## config.mk

```make
export PLATFORM = sky130hd
export DESIGN_NAME = cell_voltage_frame_receiver_top_flat
export DESIGN_NICKNAME = d
export VERILOG_FILES = /design/src/hdl/cvfr_pkg.sv /design/src/hdl/cvfr_in_if.sv /design/src/hdl/cvfr_out_if.sv /design/src/hdl/cvfr_crc_serial.sv /design/src/hdl/cell_voltage_frame_receiver_top.sv /design/src/flat_wrapper.sv
export VERILOG_INCLUDE_DIRS = /design/src /design/src/hdl
export SDC_FILE = /design/constraint.sdc
export NUM_CORES = 1
export LEC_CHECK = 0
export BUFFER_PORTS_ARGS = -buffer_cell sky130_fd_sc_hd__buf_4
export CAP_MARGIN = 30
export CORE_MARGIN = 2
export CORE_UTILIZATION = 54
export DETAILED_ROUTE_END_ITERATION = 12
export PLACE_DENSITY_LB_ADDON = 0.3
export SYNTH_ARGS = -nofsm -noshare
export SYNTH_HDL_FRONTEND = slang
export SYNTH_SLANG_ARGS = --single-unit
```

## constraint.sdc

```tcl
create_clock -name clk -period 10 [get_ports clk]
set_input_delay 2.5 -clock clk [delete_from_list [all_inputs] [get_ports clk]]
set_output_delay 2.5 -clock clk [all_outputs]
set_load 0.01 [all_outputs]
```

## src/hdl/cell_voltage_frame_receiver_top_defines.svh

```systemverilog
`ifndef CELL_VOLTAGE_FRAME_RECEIVER_TOP_DEFINES_SVH
`define CELL_VOLTAGE_FRAME_RECEIVER_TOP_DEFINES_SVH

// same-cycle implication, checked while out of reset
`define CVFR_ASSERT_IMPL(lbl, clk, rst, ante, cons) \
  lbl: assert property (@(posedge clk) disable iff (rst) (ante) |-> (cons)) \
    else $error("cvfr assertion failed");

// next-cycle implication, checked while out of reset
`define CVFR_ASSERT_NEXT(lbl, clk, rst, ante, cons) \
  lbl: assert property (@(posedge clk) disable iff (rst) (ante) |=> (cons)) \
    else $error("cvfr assertion failed");

`endif

```

## src/hdl/cvfr_pkg.sv

```systemverilog
`timescale 1ns / 1ps
package cvfr_pkg;

  localparam int NUM_CELLS  = 12;
  localparam int DATA_BYTES = (3 * NUM_CELLS + 1) / 2;

  localparam int BYTE_W       = 8;
  localparam int POS_W        = 5;
  localparam int CODE_W       = 12;
  localparam int CELL_INDEX_W = 4;
  localparam int VOLTAGE_W    = 15;
  localparam int CELL_W       = $clog2(NUM_CELLS);
  localparam int BASE_W       = $clog2(NUM_CELLS + 2);

  // crc is shifted a digit per cycle
  localparam int CRC_DIGIT_W = 2;
  localparam int CRC_DIGITS  = BYTE_W / CRC_DIGIT_W;
  localparam int CRC_CNT_W   = $clog2(CRC_DIGITS);

  localparam logic [BYTE_W-1:0] CRC_SEED_RST    = 8'h41;
  localparam logic [BYTE_W-1:0] CRC_POLY_RST    = 8'h07;
  localparam logic [CODE_W-1:0] CODE_OFFSET_RST = 12'd512;

  localparam int CFG_INDEX_W = 2;
  localparam int CFG_DATA_W  = 12;
  localparam logic [CFG_INDEX_W-1:0] REG_CRC_SEED    = 2'd0;
  localparam logic [CFG_INDEX_W-1:0] REG_CRC_POLY    = 2'd1;
  localparam logic [CFG_INDEX_W-1:0] REG_CODE_OFFSET = 2'd2;

  typedef struct packed {
    logic              start;
    logic              reload;
    logic [BYTE_W-1:0] init;
    logic [BYTE_W-1:0] data;
  } cvfr_crc_cmd_t;

endpackage

```

## src/hdl/cvfr_in_if.sv

```systemverilog
`timescale 1ns / 1ps
interface cvfr_in_if import cvfr_pkg::*; ();
  logic              valid;
  logic              ready;
  logic [BYTE_W-1:0] rx_byte;
  logic              frame_start;

  modport source (output valid, output rx_byte, output frame_start, input ready);
  modport sink (input valid, input rx_byte, input frame_start, output ready);
endinterface

```

## src/hdl/cvfr_out_if.sv

```systemverilog
`timescale 1ns / 1ps
interface cvfr_out_if import cvfr_pkg::*; ();
  logic                        valid;
  logic                        ready;
  logic [CELL_INDEX_W-1:0]     cell_index;
  logic signed [VOLTAGE_W-1:0] cell_voltage;
  logic                        pec_ok;
  logic                        last;

  modport source (output valid, output cell_index, output cell_voltage,
                  output pec_ok, output last, input ready);
  modport sink (input valid, input cell_index, input cell_voltage,
                input pec_ok, input last, output ready);
endinterface

```

## src/hdl/cvfr_crc_serial.sv

```systemverilog
`timescale 1ns / 1ps
module cvfr_crc_serial import cvfr_pkg::*; (
  input  logic              clk,
  input  logic              rst,
  input  cvfr_crc_cmd_t     cmd,
  input  logic [BYTE_W-1:0] poly,
  output logic [BYTE_W-1:0] rem,
  output logic              busy
);

  logic [BYTE_W-1:0]    shreg;
  logic [CRC_CNT_W-1:0] cnt;
  logic [BYTE_W-1:0]    rem_next;

  // msb-first, one digit of the byte per cycle
  always_comb begin
    rem_next = rem;
    for (int i = 0; i < CRC_DIGIT_W; i++) begin
      if (rem_next[BYTE_W-1] ^ shreg[BYTE_W-1-i]) begin
        rem_next = {rem_next[BYTE_W-2:0], 1'b0} ^ poly;
      end else begin
        rem_next = {rem_next[BYTE_W-2:0], 1'b0};
      end
    end
  end

  always_ff @(posedge clk) begin
    if (rst) begin
      busy <= 1'b0;
      cnt  <= '0;
      rem  <= CRC_SEED_RST;
    end else if (cmd.start) begin
      busy  <= 1'b1;
      cnt   <= '0;
      rem   <= cmd.init;
      shreg <= cmd.data;
    end else if (cmd.reload) begin
      rem <= cmd.init;
    end else if (busy) begin
      rem   <= rem_next;
      shreg <= shreg << CRC_DIGIT_W;
      cnt   <= cnt + 1'b1;
      if (cnt == CRC_CNT_W'(CRC_DIGITS - 1)) begin
        busy <= 1'b0;
      end
    end
  end

endmodule

```

## src/hdl/cell_voltage_frame_receiver_top.sv

```systemverilog
`timescale 1ns / 1ps
// Cell voltage frame receiver. Takes a monitor read-back frame one byte per request
// (data bytes, then the packet error code byte) and returns one result per cell,
// (code - code_offset) * 3 in 0.5 mV units, or a single failure result when the
// error code does not match. After a data byte is accepted, no new byte is taken
// until the CRC-8 unit has shifted it in, two bits per cycle. After the code byte
// the cells leave at one result per cycle while the sink takes them, through a
// one-deep output register; no new byte is taken until the last result of the
// frame is in that register. A frame_start byte restarts the frame and reloads
// the CRC from crc_seed. Registers are written through cfg_we/cfg_index/cfg_data;
// the user writes them only while the block is idle; it does not enforce this.
`include "cell_voltage_frame_receiver_top_defines.svh"
module cell_voltage_frame_receiver_top import cvfr_pkg::*; (
  input  logic                   clk,
  input  logic                   rst,
  cvfr_in_if.sink                frame,
  cvfr_out_if.source             result,
  input  logic                   cfg_we,
  input  logic [CFG_INDEX_W-1:0] cfg_index,
  input  logic [CFG_DATA_W-1:0]  cfg_data
);

  typedef enum logic [1:0] {
    S_IDLE,
    S_EMIT,
    S_FAIL
  } state_t;

  state_t state;

  logic [BYTE_W-1:0] crc_seed;
  logic [BYTE_W-1:0] crc_poly;
  logic [CODE_W-1:0] code_offset;

  logic [POS_W-1:0]  pos;
  logic [1:0]        sub;
  logic [BASE_W-1:0] base;
  logic [BYTE_W-1:0] held_byte;
  logic [CELL_W-1:0] emit_idx;

  logic [CODE_W-1:0] cell_codes [NUM_CELLS];

  cvfr_crc_cmd_t     crc_cmd;
  logic [BYTE_W-1:0] crc_rem;
  logic              crc_busy;

  logic              accept;
  logic [POS_W-1:0]  pos_eff;
  logic [1:0]        sub_eff;
  logic [BASE_W-1:0] base_eff;
  logic              is_code_byte;
  logic              out_free;
  logic              wr_en;
  logic [BASE_W:0]   wr_idx;
  logic [CODE_W-1:0] wr_code;

  logic [CODE_W-1:0]           rd_code;
  logic signed [CODE_W:0]      diff;
  logic signed [VOLTAGE_W-1:0] volt;

  assign frame.ready = (state == S_IDLE) && !crc_busy;
  assign accept      = frame.valid && frame.ready;
  assign out_free    = !result.valid || result.ready;

  assign pos_eff      = frame.frame_start ? '0 : pos;
  assign sub_eff      = frame.frame_start ? 2'd0 : sub;
  assign base_eff     = frame.frame_start ? '0 : base;
  assign is_code_byte = (pos_eff == POS_W'(DATA_BYTES));

  // a cell is complete on the second and third byte of each group
  always_comb begin
    wr_idx  = {1'b0, base_eff};
    wr_code = {frame.rx_byte[3:0], held_byte};
    if (sub_eff == 2'd2) begin
      wr_idx  = {1'b0, base_eff} + 1'b1;
      wr_code = {frame.rx_byte, held_byte[7:4]};
    end
    wr_en = accept && !is_code_byte && (sub_eff != 2'd0)
            && (wr_idx < (BASE_W + 1)'(NUM_CELLS));
  end

  always_comb begin
    crc_cmd.start  = accept && !is_code_byte;
    crc_cmd.reload = accept && is_code_byte;
    crc_cmd.init   = (frame.frame_start || is_code_byte) ? crc_seed : crc_rem;
    crc_cmd.data   = frame.rx_byte;
  end

  cvfr_crc_serial u_crc (
    .clk  (clk),
    .rst  (rst),
    .cmd  (crc_cmd),
    .poly (crc_poly),
    .rem  (crc_rem),
    .busy (crc_busy)
  );

  always_ff @(posedge clk) begin
    if (wr_en) begin
      cell_codes[wr_idx[CELL_W-1:0]] <= wr_code;
    end
  end

  assign rd_code = cell_codes[emit_idx];
  assign diff    = $signed({1'b0, rd_code}) - $signed({1'b0, code_offset});
  // times three as x + 2x
  assign volt    = $signed({{2{diff[CODE_W]}}, diff}) + $signed({diff[CODE_W], diff, 1'b0});

  always_ff @(posedge clk) begin
    if (rst) begin
      crc_seed    <= CRC_SEED_RST;
      crc_poly    <= CRC_POLY_RST;
      code_offset <= CODE_OFFSET_RST;
    end else if (cfg_we) begin
      unique case (cfg_index)
        REG_CRC_SEED:    crc_seed    <= cfg_data[BYTE_W-1:0];
        REG_CRC_POLY:    crc_poly    <= cfg_data[BYTE_W-1:0];
        REG_CODE_OFFSET: code_offset <= cfg_data[CODE_W-1:0];
        default: ;
      endcase
    end
  end

  always_ff @(posedge clk) begin
    if (rst) begin
      state        <= S_IDLE;
      pos          <= '0;
      sub          <= 2'd0;
      base         <= '0;
      held_byte    <= '0;
      emit_idx     <= '0;
      result.valid <= 1'b0;
    end else begin
      unique case (state)
        S_IDLE: begin
          if (result.valid && result.ready) begin
            result.valid <= 1'b0;
          end
          if (accept) begin
            if (is_code_byte) begin
              pos      <= '0;
              sub      <= 2'd0;
              base     <= '0;
              emit_idx <= '0;
              state    <= (frame.rx_byte == crc_rem) ? S_EMIT : S_FAIL;
            end else begin
              pos       <= pos_eff + 1'b1;
              held_byte <= frame.rx_byte;
              if (sub_eff == 2'd2) begin
                sub  <= 2'd0;
                base <= base_eff + BASE_W'(2);
              end else begin
                sub  <= sub_eff + 1'b1;
                base <= base_eff;
              end
            end
          end
        end
        S_EMIT: begin
          if (out_free) begin
            result.valid        <= 1'b1;
            result.cell_index   <= CELL_INDEX_W'(emit_idx);
            result.cell_voltage <= volt;
            result.pec_ok       <= 1'b1;
            result.last         <= (emit_idx == CELL_W'(NUM_CELLS - 1));
            if (emit_idx == CELL_W'(NUM_CELLS - 1)) begin
              state <= S_IDLE;
            end else begin
              emit_idx <= emit_idx + 1'b1;
            end
          end
        end
        S_FAIL: begin
          if (out_free) begin
            result.valid        <= 1'b1;
            result.cell_index   <= '0;
            result.cell_voltage <= '0;
            result.pec_ok       <= 1'b0;
            result.last         <= 1'b1;
            state               <= S_IDLE;
          end
        end
        default: state <= S_IDLE;
      endcase
    end
  end

  `CVFR_ASSERT_NEXT(a_accept_holds_off, clk, rst, accept, !frame.ready)
  `CVFR_ASSERT_NEXT(a_code_byte_emits, clk, rst, accept && is_code_byte, state != S_IDLE)
  `CVFR_ASSERT_IMPL(a_crc_blocks_input, clk, rst, crc_busy, !frame.ready)

endmodule
```

## src/flat_wrapper.sv

```systemverilog
// flat-port wrapper written by rule: the top's interface ports become plain ports
module cell_voltage_frame_receiver_top_flat import cvfr_pkg::*;
  (clk, rst, cfg_we, cfg_index, cfg_data, frame_valid, frame_rx_byte, frame_frame_start, frame_ready, result_valid, result_cell_index, result_cell_voltage, result_pec_ok, result_last, result_ready);
  cvfr_in_if frame_i ();
  cvfr_out_if result_i ();
  input  logic clk;
  input  logic rst;
  input  logic cfg_we;
  input  logic [CFG_INDEX_W-1:0] cfg_index;
  input  logic [CFG_DATA_W-1:0] cfg_data;
  input wire logic [$bits(frame_i.valid)-1:0] frame_valid;
  input wire logic [$bits(frame_i.rx_byte)-1:0] frame_rx_byte;
  input wire logic [$bits(frame_i.frame_start)-1:0] frame_frame_start;
  output wire logic [$bits(frame_i.ready)-1:0] frame_ready;
  output wire logic [$bits(result_i.valid)-1:0] result_valid;
  output wire logic [$bits(result_i.cell_index)-1:0] result_cell_index;
  output wire logic [$bits(result_i.cell_voltage)-1:0] result_cell_voltage;
  output wire logic [$bits(result_i.pec_ok)-1:0] result_pec_ok;
  output wire logic [$bits(result_i.last)-1:0] result_last;
  input wire logic [$bits(result_i.ready)-1:0] result_ready;
  assign frame_i.valid = frame_valid;
  assign frame_i.rx_byte = frame_rx_byte;
  assign frame_i.frame_start = frame_frame_start;
  assign frame_ready = frame_i.ready;
  assign result_valid = result_i.valid;
  assign result_cell_index = result_i.cell_index;
  assign result_cell_voltage = result_i.cell_voltage;
  assign result_pec_ok = result_i.pec_ok;
  assign result_last = result_i.last;
  assign result_i.ready = result_ready;
  cell_voltage_frame_receiver_top u_core (.clk(clk), .rst(rst), .frame(frame_i), .result(result_i), .cfg_we(cfg_we), .cfg_index(cfg_index), .cfg_data(cfg_data));
endmodule
```

-- Yosys cells after proc, flatten, opt, wreduce, memory -nomap -nowiden
Memory sizes are Yosys's and may differ from the RTL's. A register that Yosys moved wholly into a read port is not among the register bits.
Index checks and enable logic that the tools add are counted.
- register bits: 94
- RAM bits: 144
- output and inout bits: 23
- word-level logic and storage cells: 138
- memories kept: 1
- memories (memory ; words ; width ; rd ports ; clocked after memory_dff ; write ports ; RTL line ; text):
    u_core.cell_codes ; 12 ; 12 ; 1 ; 1 ; 1 ; cell_voltage_frame_receiver_top.sv:41 ; logic [CODE_W-1:0] cell_codes [NUM_CELLS];
- add/subtract/negate cells: 8
- order comparisons: 1
- equality and inequality tests: 18
- muxes and demuxes: 52
- bitwise operators: 7
- reduce and logical (&&, ||, !) cells: 33
- operators with widths (kind ; number):
    $mux W8 ; 9
    $mux W4 ; 11
    $mux W15 ; 2
    $pmux W15 S2 ; 1
    $mux W2 ; 9
    $pmux W4 S2 ; 2
    $xor A8 B8 Y8 ; 2
    $add A13 B14 Y15 ; 1
    $mux W5 ; 3
    $ne A2 B1 Y1 const B ; 7
    $sub A12 B12 Y13 ; 1
    $mux W12 ; 1
    $mux W1 ; 10
    $reduce_and A2 Y1 ; 5
    $reduce_and A5 Y1 ; 2
    $reduce_bool A2 Y1 ; 5
    $reduce_and A3 Y1 ; 3
    $eq A2 B2 Y1 const B ; 4
    $eq A8 B8 Y1 ; 1
    $logic_and A1 B1 Y1 ; 7
    $pmux W1 S2 ; 3
    $pmux W2 S3 ; 1
    $add A4 B1 Y5 const B ; 1
    $add A5 B1 Y5 const B ; 1
    16 further kinds ; 27

-- Depth between registers and ports, before layout
Gate-level depths: netlist of run 1.
- depth after elaboration: 8
- depth in mapped cells: 18
- mapped depth without buffers: 17

-- Cells and area by module
From an unflattened synthesis of run 1, not the netlist that was laid out.
- cells, all modules: 874
- area, all modules: 11265.8 sq um
- modules (own cells, without submodules) (module ; instances ; cells each ; area each (sq um) ; seq. area each (sq um)):
    cell_voltage_frame_receiver_top ; 1 ; 766 ; 10187.3 ; 6115.9
    cvfr_crc_serial ; 1 ; 108 ; 1078.5 ; 460.4

-- Worst setup path before layout of run 1
Ideal clock, no wire load.
- path type: input-to-reg
- from: in frame_frame_start
- to: mem u_core.cell_codes[4][0], enable pin
- setup time: 0.380 ns
- arrival: 4.653 ns
- required time: 9.620 ns
- slack: 4.967 ns
- cell stages on the path: 9
- cell sequence: clkbuf_1 -> clkbuf_1 -> nor2b_1 -> ha_1 -> nand4b_1 -> xor2_1 -> nor2_1 -> or3_1 -> nor2_1
- cells in the longest elaborated chain, start to end: 8
- RTL lines (item ; RTL line ; text):
    from (decl) ; flat_wrapper.sv:13 ; input wire logic [$bits(frame_i.frame_start)-1:0] frame_frame_start;
    parallel branches: the longest is 8 deep, another holds $add A4 B1 Y5 ; -- ;
    to (decl) ; cell_voltage_frame_receiver_top.sv:41 ;
Several ways; the timed one is not identified.

==> results of run 1 <==
-- registers in the layout, indices dropped and copies added (netlist names), 8 cells and up, named ones only --
| register | flops |
|---|---|
| u_core.crc_poly | 8 |
| u_core.held_byte | 8 |
| u_core.crc_seed | 8 |
| u_core.u_crc.shreg | 8 |
| u_core.u_crc.rem | 8 |
| u_core.code_offset | 12 |
| u_core.result.cell_voltage | 15 |
| u_core.cell_codes | 144 |
-- path summary, 6_finish.rpt --
check | startpoint | end | slack (ns) | cells after the start
setup / recovery | flip-flop | u_core.result.cell_voltage[12] | 5.05 | 17
hold / removal | u_core.held_byte[2] | u_core.held_byte[2] | 0.45 | 2
setup reg to reg | flip-flop | u_core.result.cell_voltage[12] | 5.05 | 17
hold reg to reg | u_core.held_byte[2] | u_core.held_byte[2] | 0.45 | 2
-- cell type report --
cell class / count / area, um2 / share of cell area
timing repair buffer: 65 / 492 / 0.0383
inverter: 37 / 139 / 0.0108
clock inverter: 13 / 85.1 / 0.00663
clock buffer: 33 / 697 / 0.0543
tap: 275 / 344 / 0.0268
multi-input combinational: 599 / 4490 / 0.350
sequential: 242 / 6580 / 0.513
-- synth_stat cells, types with 4 or more instances --
cell | n | area share
a2111o_1 | 4 | 0.0040
a211o_1 | 5 | 0.0039
a211oi_1 | 7 | 0.0046
a21o_1 | 5 | 0.0033
a21oi_1 | 61 | 0.027
a31oi_1 | 6 | 0.0033
a32oi_1 | 4 | 0.0031
buf_2 | 7 | 0.0031
clkbuf_1 | 28 | 0.0092
dfxtp_1 | 69 | 0.12
edfxtp_1 | 173 | 0.46
ha_1 | 34 | 0.037
inv_1 | 36 | 0.012
mux2_1 | 16 | 0.016
mux2i_1 | 28 | 0.025
mux4_2 | 36 | 0.071
nand2_1 | 89 | 0.029
nand2b_1 | 11 | 0.0061
nand3_1 | 14 | 0.0062
nand3b_1 | 6 | 0.0040
nand4_1 | 4 | 0.0022
nor2_1 | 76 | 0.025
nor2b_1 | 25 | 0.014
nor3_1 | 17 | 0.0075
nor4_1 | 4 | 0.0022
o21a_1 | 11 | 0.0073
o21ai_0 | 12 | 0.0053
o21ai_1 | 23 | 0.010
o32ai_1 | 7 | 0.0054
or3_1 | 9 | 0.0050
xnor2_1 | 10 | 0.0077
xor2_1 | 12 | 0.0092
-- cell families (layout without fill, tap and decap cells) --
kind of cell,Yosys count,in the layout,share of synthesized area
and+or+nand+nor,283,283,0.121
DFF,242,242,0.578
buffers and inverters,76,148,0.0271
adders and majority gates,36,36,0.0409
xor gates and xnor gates,23,23,0.0184
muxes,82,82,0.114
AOI/OAI and AO/OA,175,175,0.101
-- critical path, cell delays in order, from the launching register on --
cell	delay [ns]
dfxtp_2	0.31
buf_4	0.54
mux4_2	0.63
mux2i_1	0.21
o21a_1	0.22
inv_2	0.05
ha_1	0.28
nor2b_1	0.14
o2111ai_1	0.27
a21oi_1	0.19
nand2b_1	0.20
a21oi_1	0.19
ha_1	0.33
a211oi_1	0.31
o21ai_0	0.15
a21oi_1	0.16
o31a_1	0.16
mux2_1	0.31
-- where the power goes --
| part | internal (mW) | total, mW | switching [mW] |
|---|---|---|---|
| logic | 0.0798 | 0.198 | 0.119 |
| clock network | 0.495 | 0.878 | 0.383 |
| registers | 1.09 | 1.11 | 0.0151 |
-- per-layer routing --
metal  vias up  track usage  part of all wire
met1      3612        0.322              0.45
met5         -            0                 0
li1       3531            -                 -
met3        35       0.0330             0.060
met4         0       0.0490             0.018
met2       217        0.366              0.47
-- per-stage QoR --
step                hold slack (ns)   util  area [um2]  total power [mW]  setup WS, ns
floorplan                     0.432      -       11400              1.27          4.97
global route                  0.475  0.616       12800              2.26          4.57
global placement              0.442  0.575       12000              1.32          4.62
finish                        0.452  0.616       12800              2.18          5.05
CTS                           0.454  0.615       12800              2.19          5.03
detailed placement            0.446  0.578       12000              1.33          4.53
==> results.cfg, run 1 <==
[run_status]
status = completed

[finish]
area_delta_synth_final_pct = 12.8
antenna_cells = 0
fin_nets = 1034
layoutNonFillerInstCount = 1264
final_cell_mix = edfxtp_1 (173), nand2_1 (89), nor2_1 (76)
fillers = 1645
drive_above_1_share = 0.158
final_common_cell = edfxtp_1

[grt]
antenna_found_initial = 0
grt_overflow = 0
gr-usage-all-layers = 0.224
grt_pass1_wl_mm = 38.4
grt_pass1_vias = 7040
grt_max_degree = 77

[placement]
hpwl_mm = 16.9
dp_cells = 1216
port_buffers = 50
gp_congestion = 0.864

[die]
core_area_um2 = 20800
pin_count = 51
dieWidth_um = 149
start_util = 0.546
rows = 53
die_area_um2 = 22200
die_h_um = 149

[sta]
fin_crit_sh = 0.495
slew_headroom = 0.355
fin_crit_ns = 4.95
tightest_slew_ns = 0.963
skew_ns = 0.0139
hold_violations = 0
drv_slew = 0
finalSetupViolations = 0
rsz0062_at_grt = false
fmax_mhz = 202
fin_tns_setup_ns = 0

[synthesis]
syn-num-nets = 981
synth.avg_cell_area_um2 = 12.4
synth_cell_types = 73
synthArstFlopShare = 0
synth_cells = 917
syn-cell-area_um2 = 11400
synth-edff-count = 173
synth-main-ff-cell = edfxtp_1
yosys_warnings = 0
ys_seq_area_frac = 0.578
yosys_register_bits = 242

[clock_network]
postCtsSetupBuffers = 0
h-tree-depth = 1
root_buffer = clkbuf_16
clkTransAtPathRegs_ns = 0.07
clock-sinks = 242
cts_hold_buf = 0
cts_tree = yes
cts_buffer_depth = 3
clkLatencyLatePin_ns = 0.54
post_cts_resized = 0
numCtsBuffers = 25

[min_path]
holdCritPathClass = flip-flop to flip-flop

[drt]
post_drt_wl_per_cell_um = 19.3
viasPerCell = 5.85
routed_wl_mm = 24.5
ant_nets = 0
drcViolationCount = 0
first_pass_iters = 5
vias = 7395
drt-initial-drc-count = 648

[pwr]
powerDensity_nw_per_um2 = 170
power.leakage_nw = 4.52
peakVddDrop_uv = 124

[worst_setup_path]
startpoint_type = flip-flop
worst-path-max-fanout = 36
crit_type = flip-flop to flip-flop
cp-end-kind = flip-flop
cp.required_ns = 10.28
critPathArrivalTime_ns = 5.22

[job]
maxCapViolations = 0
No activity file was read; power rests on OpenSTA's default activity.
==> run 2, diff against run 1 <==
--- a/config.mk
+++ b/config.mk
@@ -6,6 +6,7 @@
 export SDC_FILE = /design/constraint.sdc
 export NUM_CORES = 1
 export LEC_CHECK = 0
+export ABC_AREA = 1
 export BUFFER_PORTS_ARGS = -buffer_cell sky130_fd_sc_hd__buf_4
 export CAP_MARGIN = 30
 export CORE_MARGIN = 2
==> constraint.sdc (replaced) <==
create_clock -name clk -period 4.1 [get_ports clk]
set_input_delay 1.025 -clock clk [delete_from_list [all_inputs] [get_ports clk]]
set_output_delay 1.025 -clock clk [all_outputs]
set_load 0.01 [all_outputs]
==> results.cfg, run 2 <==
[worst_setup_path]
cp.required_ns = 4.39
crit_path_cell_trace = inv_6 > buf_12 > o21ai_0 > o21ai_1 > nand2_1 > nand2_1 > nor2_1 > a31oi_2 > ha_2 > nand2_1 > o21ai_0 > a21oi_1 > o21bai_1 > xor2_1 > ha_2 > nand2_1 > nor2_1 > nand3_1 > nand4_1 > nand2_1 > nand2_1 > nor2_1
crit_path_frequent_cell = nand2_1
worst-path-buf-inv = 2
startpoint_type = flip-flop
worstRegToRegCells = 22
cpMaxStageDelayCell = ha_2
r2r-end = u_core.result.cell_voltage[12]
cp-end-kind = flip-flop
path_delay_family = simple AND/OR/NAND/NOR gates
slowest_delay_ns = 0.45
r2r_slack_ns = 0.24
crit_type = flip-flop to flip-flop
worst-path-max-fanout = 21
critPathArrivalTime_ns = 4.15

[run_status]
status = completed

[clock_network]
h-tree-depth = 1
numCtsBuffers = 26
cts_tree = yes
clock-sinks = 242
root_buffer = clkbuf_16
clkLatencyLatePin_ns = 0.54
cts_buffer_depth = 3
cts_hold_buf = 0
clkTransAtPathRegs_ns = 0.06

[synthesis]
yosys_warnings = 0
synthTopCellsByCount = nand2_1 (231), nor2_1 (188), edfxtp_1 (173)
syn-num-nets = 1311
synth-main-ff-cell = edfxtp_1
synth_cells = 1247
yosys_register_bits = 242
synth.avg_cell_area_um2 = 9.19
synth_cell_types = 45
synth_top_cell_area_share = 0.453
ys_seq_area_frac = 0.574
synth-edff-count = 173
synth.most_common_cell = nand2_1
synthArstFlopShare = 0
syn-cell-area_um2 = 11500
synth_top_cell_by_area = edfxtp_1
synth.area.top_cells = edfxtp_1 (45%), dfxtp_1 (12%), nand2_1 (7.6%), o21ai_0 (7.0%), nor2_1 (6.2%)

[finish]
fin_area_um2 = 13300
fin_nets = 1384
fillers = 1737
final_common_cell = nand2_1
area_delta_synth_final_pct = 16.4
drive_above_1_share = 0.126
final_cell_mix = nand2_1 (231), nor2_1 (188), edfxtp_1 (173)
largest_reg_flops = 144

[pwr]
swShare = 0.241
internal_power_mw = 4.44
peakVddDrop_uv = 382
power.leakage_nw = 5.25
combPwrFrac = 0.110
pwr-share-seq = 0.465
powerDensity_nw_per_um2 = 438
clkPwrFrac = 0.425
power.total_mw = 5.84
p_sw_mw = 1.41

[grt]
antenna_found_initial = 1
top_usage_layer = met2
gr-usage-all-layers = 0.242
grt_pass1_vias = 8540
grt_max_degree = 48
grt_pass1_wl_mm = 43.0
grt.met2_usage = 0.401
grtUsageMet3 = 0.0357
grt_overflow = 0
global_route.usage.met1 = 0.327

[drt]
viasPerCell = 5.54
drcViolationCount = 0
first_pass_iters = 5
ant_nets = 0
post_drt_wl_per_cell_um = 16.8
routed_wl_mm = 27.2
vias = 8950
drt-initial-drc-count = 732

[sta]
slew_headroom = 0.451
skew_ns = 0.0155
finalSetupViolations = 0
tightest_slew_ns = 0.823
hold_violations = 0
fin_crit_ns = 3.86
fmax_mhz = 259
fin_crit_sh = 0.940
drv_slew = 0

[die]
pin_count = 51
dieWidth_um = 150
rows = 53
start_util = 0.547
die_area_um2 = 22400
die_h_um = 150
core_area_um2 = 21000

[placement]
port_buffers = 50
hpwl_mm = 17.9
gp_congestion = 0.914
place_area_um2 = 12300

[min_path]
hp-start = u_core.base[3]
hold_depth = 2
holdCritPathClass = flip-flop to flip-flop
min_delay_worst_endpoint = u_core.base[3]

[job]
maxCapViolations = 0
-- run 2: cell types whose count changed after synthesis, moves of 12 or more --
cell     before  now
o22ai_1       1   17
inv_1        36   98
a21oi_1      61   80
mux2_1       16    0
mux2i_1      28    0
o21ai_0      12  161
nor3_1       17    5
mux4_2       36    0
o21ai_1      23    2
nand3_1      14   52
nor2_1       76  188
nor2b_1      25    0
nand2_1      89  231
-- run 2: how the worst max path moves through the flow --
stage              start                              to  slack, ns  cells past startpoint
2_1_floorplan  flip-flop  u_core.result.cell_voltage[13]       0.32                     23
3_5_place_dp   flip-flop  u_core.result.cell_voltage[11]       0.04                     20
4_1_cts        flip-flop  u_core.result.cell_voltage[11]       0.03                     20
5_1_grt        flip-flop   u_core.result.cell_voltage[8]      -0.08                     20
3_3_place_gp   flip-flop   u_core.result.cell_voltage[9]       0.13                     21
6_report       flip-flop  u_core.result.cell_voltage[12]       0.24                     22
-- run 2: power groups by stage --
stage	combinational, mW	sequential (mW)	clock, mW
3_3_place_gp	0.604	2.77	0
4_1_cts	0.618	2.72	2.50
2_1_floorplan	0.455	2.76	0
5_1_grt	0.736	2.72	2.60
3_5_place_dp	0.614	2.77	0
6_report	0.644	2.72	2.48
-- run 2: what timing repair did --
| item | in CTS | in global routing |
|---|---|---|
| endpoints found under the setup margin | 0 | 9 |
| setup buffers | 0 | 1 |
| gates resized for setup | 0 | 28 |
-- run 2: stage by stage --
step | hold slack, ns | utilization | cells | setup slack (ns) | TNS [ns]
finish | 0.469 | 0.636 | 1616 | 0.244 | 0
global route | 0.495 | 0.636 | 1615 | -0.0816 | -0.324
CTS | 0.472 | 0.631 | 1612 | 0.0271 | 0
detailed placement | 0.463 | 0.587 | 1564 | 0.0383 | 0
global placement | 0.452 | 0.587 | 1562 | 0.132 | 0
floorplan | 0.429 | - | 1247 | 0.324 | 0
-- run 2: cell type report --
| type | instances | area (um2) | area share |
|---|---|---|---|
| clock buffer | 31 | 691 | 0.0518 |
| timing repair buffer | 94 | 781 | 0.0585 |
| inverter | 106 | 410 | 0.0308 |
| tap | 275 | 344 | 0.0258 |
| clock inverter | 17 | 219 | 0.0164 |
| multi-input combinational | 850 | 4310 | 0.323 |
| antenna | 1 | 2.50 | 0.000188 |
| sequential | 242 | 6580 | 0.493 |
-- run 2: metal layers --
layer | routed length (um) | vias to the layer above
met2 | 12900 | 321
met3 | 1850 | 60
met5 | 0 | -
met1 | 11500 | 4159
met4 | 869 | 0
li1 | - | 4410
-- run 2: worst register-to-register path, delay by kind of cell (launching register included) --
kind	cells	cell delay (ns)
xor+xnor	1	0.31
flops	1	0.42
simple gates	11	0.95
compound gates	6	0.94
buf+inv	2	0.27
fa+ha+maj	2	0.72
-- run 2: logic make-up after synthesis --
family,Yosys count,share of synthesized area
flip-flops,242,0.574
buffers and inverters,155,0.0544
AND/OR/NAND/NOR,501,0.179
AO/OA/AOI/OAI,291,0.135
adder cells (fa/ha/maj),36,0.0406
XOR/XNOR,22,0.0168
==> run 3, diff against run 2 <==
--- a/config.mk
+++ b/config.mk
@@ -6,13 +6,13 @@
 export SDC_FILE = /design/constraint.sdc
 export NUM_CORES = 1
 export LEC_CHECK = 0
-export ABC_AREA = 1
 export BUFFER_PORTS_ARGS = -buffer_cell sky130_fd_sc_hd__buf_4
 export CAP_MARGIN = 30
 export CORE_MARGIN = 2
 export CORE_UTILIZATION = 54
 export DETAILED_ROUTE_END_ITERATION = 12
 export PLACE_DENSITY_LB_ADDON = 0.3
+export SETUP_SLACK_MARGIN = 0.3
 export SYNTH_ARGS = -nofsm -noshare
 export SYNTH_HDL_FRONTEND = slang
 export SYNTH_SLANG_ARGS = --single-unit
==> results.cfg, run 3 (same netlist as run 1, synthesis figures left out) <==
[run_status]
status = finished with violations
violations = setup timing

[die]
rows = 53
die_h_um = 149
die_area_um2 = 22200
pin_count = 51
start_util = 0.546
dieWidth_um = 149
core_area_um2 = 20800

[finish]
fin_area_um2 = 13800
largest_reg_flops = 144
final_cell_mix = edfxtp_1 (173), buf_4 (119), nand2_1 (88)
drive_above_1_share = 0.258
final_common_cell = edfxtp_1
antenna_cells = 0
fin_nets = 1102
area_delta_synth_final_pct = 21.4

[worst_setup_path]
cp-end-kind = flip-flop
worst-path-max-fanout = 6
crit_path_frequent_cell = o31a_1
worst-path-buf-inv = 0
critPathArrivalTime_ns = 4.45
cpMaxStageDelayCell = mux4_2
crit_path_cell_trace = mux4_2 > mux2i_1 > nor2_1 > a21oi_2 > ha_2 > fa_2 > nor2b_4 > o31a_1 > o21a_1 > nor2_2 > xnor2_2 > ha_1 > a211oi_2 > o21ai_1 > a21oi_1 > o31a_1 > mux2_4
cp.required_ns = 4.38
startpoint_type = flip-flop
path_delay_family = compound AO/OA/AOI/OAI gates
crit_type = flip-flop to flip-flop
slowest_delay_ns = 0.52

[grt]
antenna_found_initial = 0
grt_pass1_wl_mm = 40.6
grt_overflow = 0
grt_pass1_vias = 7544
gr-usage-all-layers = 0.236
grt_max_degree = 77

[sta]
skew_ns = 0.0125
fin_tns_setup_ns = -0.150
fin_crit_ns = 4.18
tightest_slew_ns = 0.785
fmax_mhz = 240
setup_slack_ns = -0.0753
hold_violations = 0
finalSetupViolations = 2
rsz0062_at_grt = true
slew_headroom = 0.473
fin_crit_sh = 1.02
drv_slew = 0
hold_slack_ns = 0.451

[drt]
ant_nets = 0
viasPerCell = 5.82
post_drt_wl_per_cell_um = 19.4
first_pass_iters = 5
routed_wl_mm = 25.8
drt-initial-drc-count = 725
drcViolationCount = 0
vias = 7752

[min_path]
holdCritPathClass = flip-flop to flip-flop
hp-start = u_core.held_byte[2]

[clock_network]
cts_hold_buf = 0
numCtsBuffers = 25
clkLatencyLatePin_ns = 0.53
clkTransAtPathRegs_ns = 0.06
h-tree-depth = 1
root_buffer = clkbuf_16
clock-sinks = 242
cts_buffer_depth = 3
cts_tree = yes

[placement]
port_buffers = 50
place_area_um2 = 12500
hpwl_mm = 17.0
gp_congestion = 0.908
post-place-ws_ns = -0.219

[pwr]
power.leakage_nw = 4.99
powerDensity_nw_per_um2 = 414
power.total_mw = 5.72
peakVddDrop_uv = 335

[job]
maxCapViolations = 0
==> run 3: final cells by class <==
type	instances	area, um2
Multi-Input combinational cell	599	4740
Inverter	37	139
Fill cell	1497	7020
Clock inverter	20	244
Clock buffer	25	626
Timing Repair Buffer	133	1130
Tap cell	275	344
Sequential cell	242	6580
==> run 3: final timing paths <==
check,to,slack (ns),cells after the start
min reg2reg,u_core.held_byte[2],0.45,2
max reg2reg,u_core.result.cell_voltage[12],-0.08,17
max,u_core.result.cell_voltage[12],-0.08,17
min,u_core.held_byte[2],0.45,2
==> run 3: timing repair <==
action,in CTS,in global routing
gates resized for setup,42,9
endpoints found under the setup margin,8,8
hold endpoints to repair,0,0
pin swaps,16,8
buffers inserted,11,3
gates cloned,1,0
==> run 3: per-stage QoR <==
stage               instances   util
CTS                      1328  0.660
global route             1331  0.663
floorplan                 917      -
global placement         1271  0.602
finish                   1331  0.663
detailed placement       1271  0.602
==> run 3: worst register-to-register path: stages, from the launching register on <==
cell and delay, ns:
dfxtp_4 0.43, mux4_2 0.52, mux2i_1 0.18, nor2_1 0.08
a21oi_2 0.15, ha_2 0.22, fa_2 0.25, nor2b_4 0.05
o31a_1 0.31, o21a_1 0.21, nor2_2 0.13, xnor2_2 0.14
ha_1 0.28, a211oi_2 0.24, o21ai_1 0.10, a21oi_1 0.14
o31a_1 0.19, mux2_4 0.30
==> run 3: power by group <==
group / total [mW] / switching, mW / internal (mW)
registers: 2.70 / 0.0357 / 2.67
logic: 0.627 / 0.334 / 0.293
clock network: 2.39 / 0.959 / 1.43
total: 5.72 / 1.33 / 4.39
==> run 3: routing by layer <==
layer | share of wire | GRT usage | vias up
met4 | 0.034 | 0.0876 | 0
li1 | - | - | 3669
met5 | 0 | 0 | -
met1 | 0.44 | 0.328 | 3767
met2 | 0.47 | 0.377 | 253
met3 | 0.064 | 0.0422 | 63
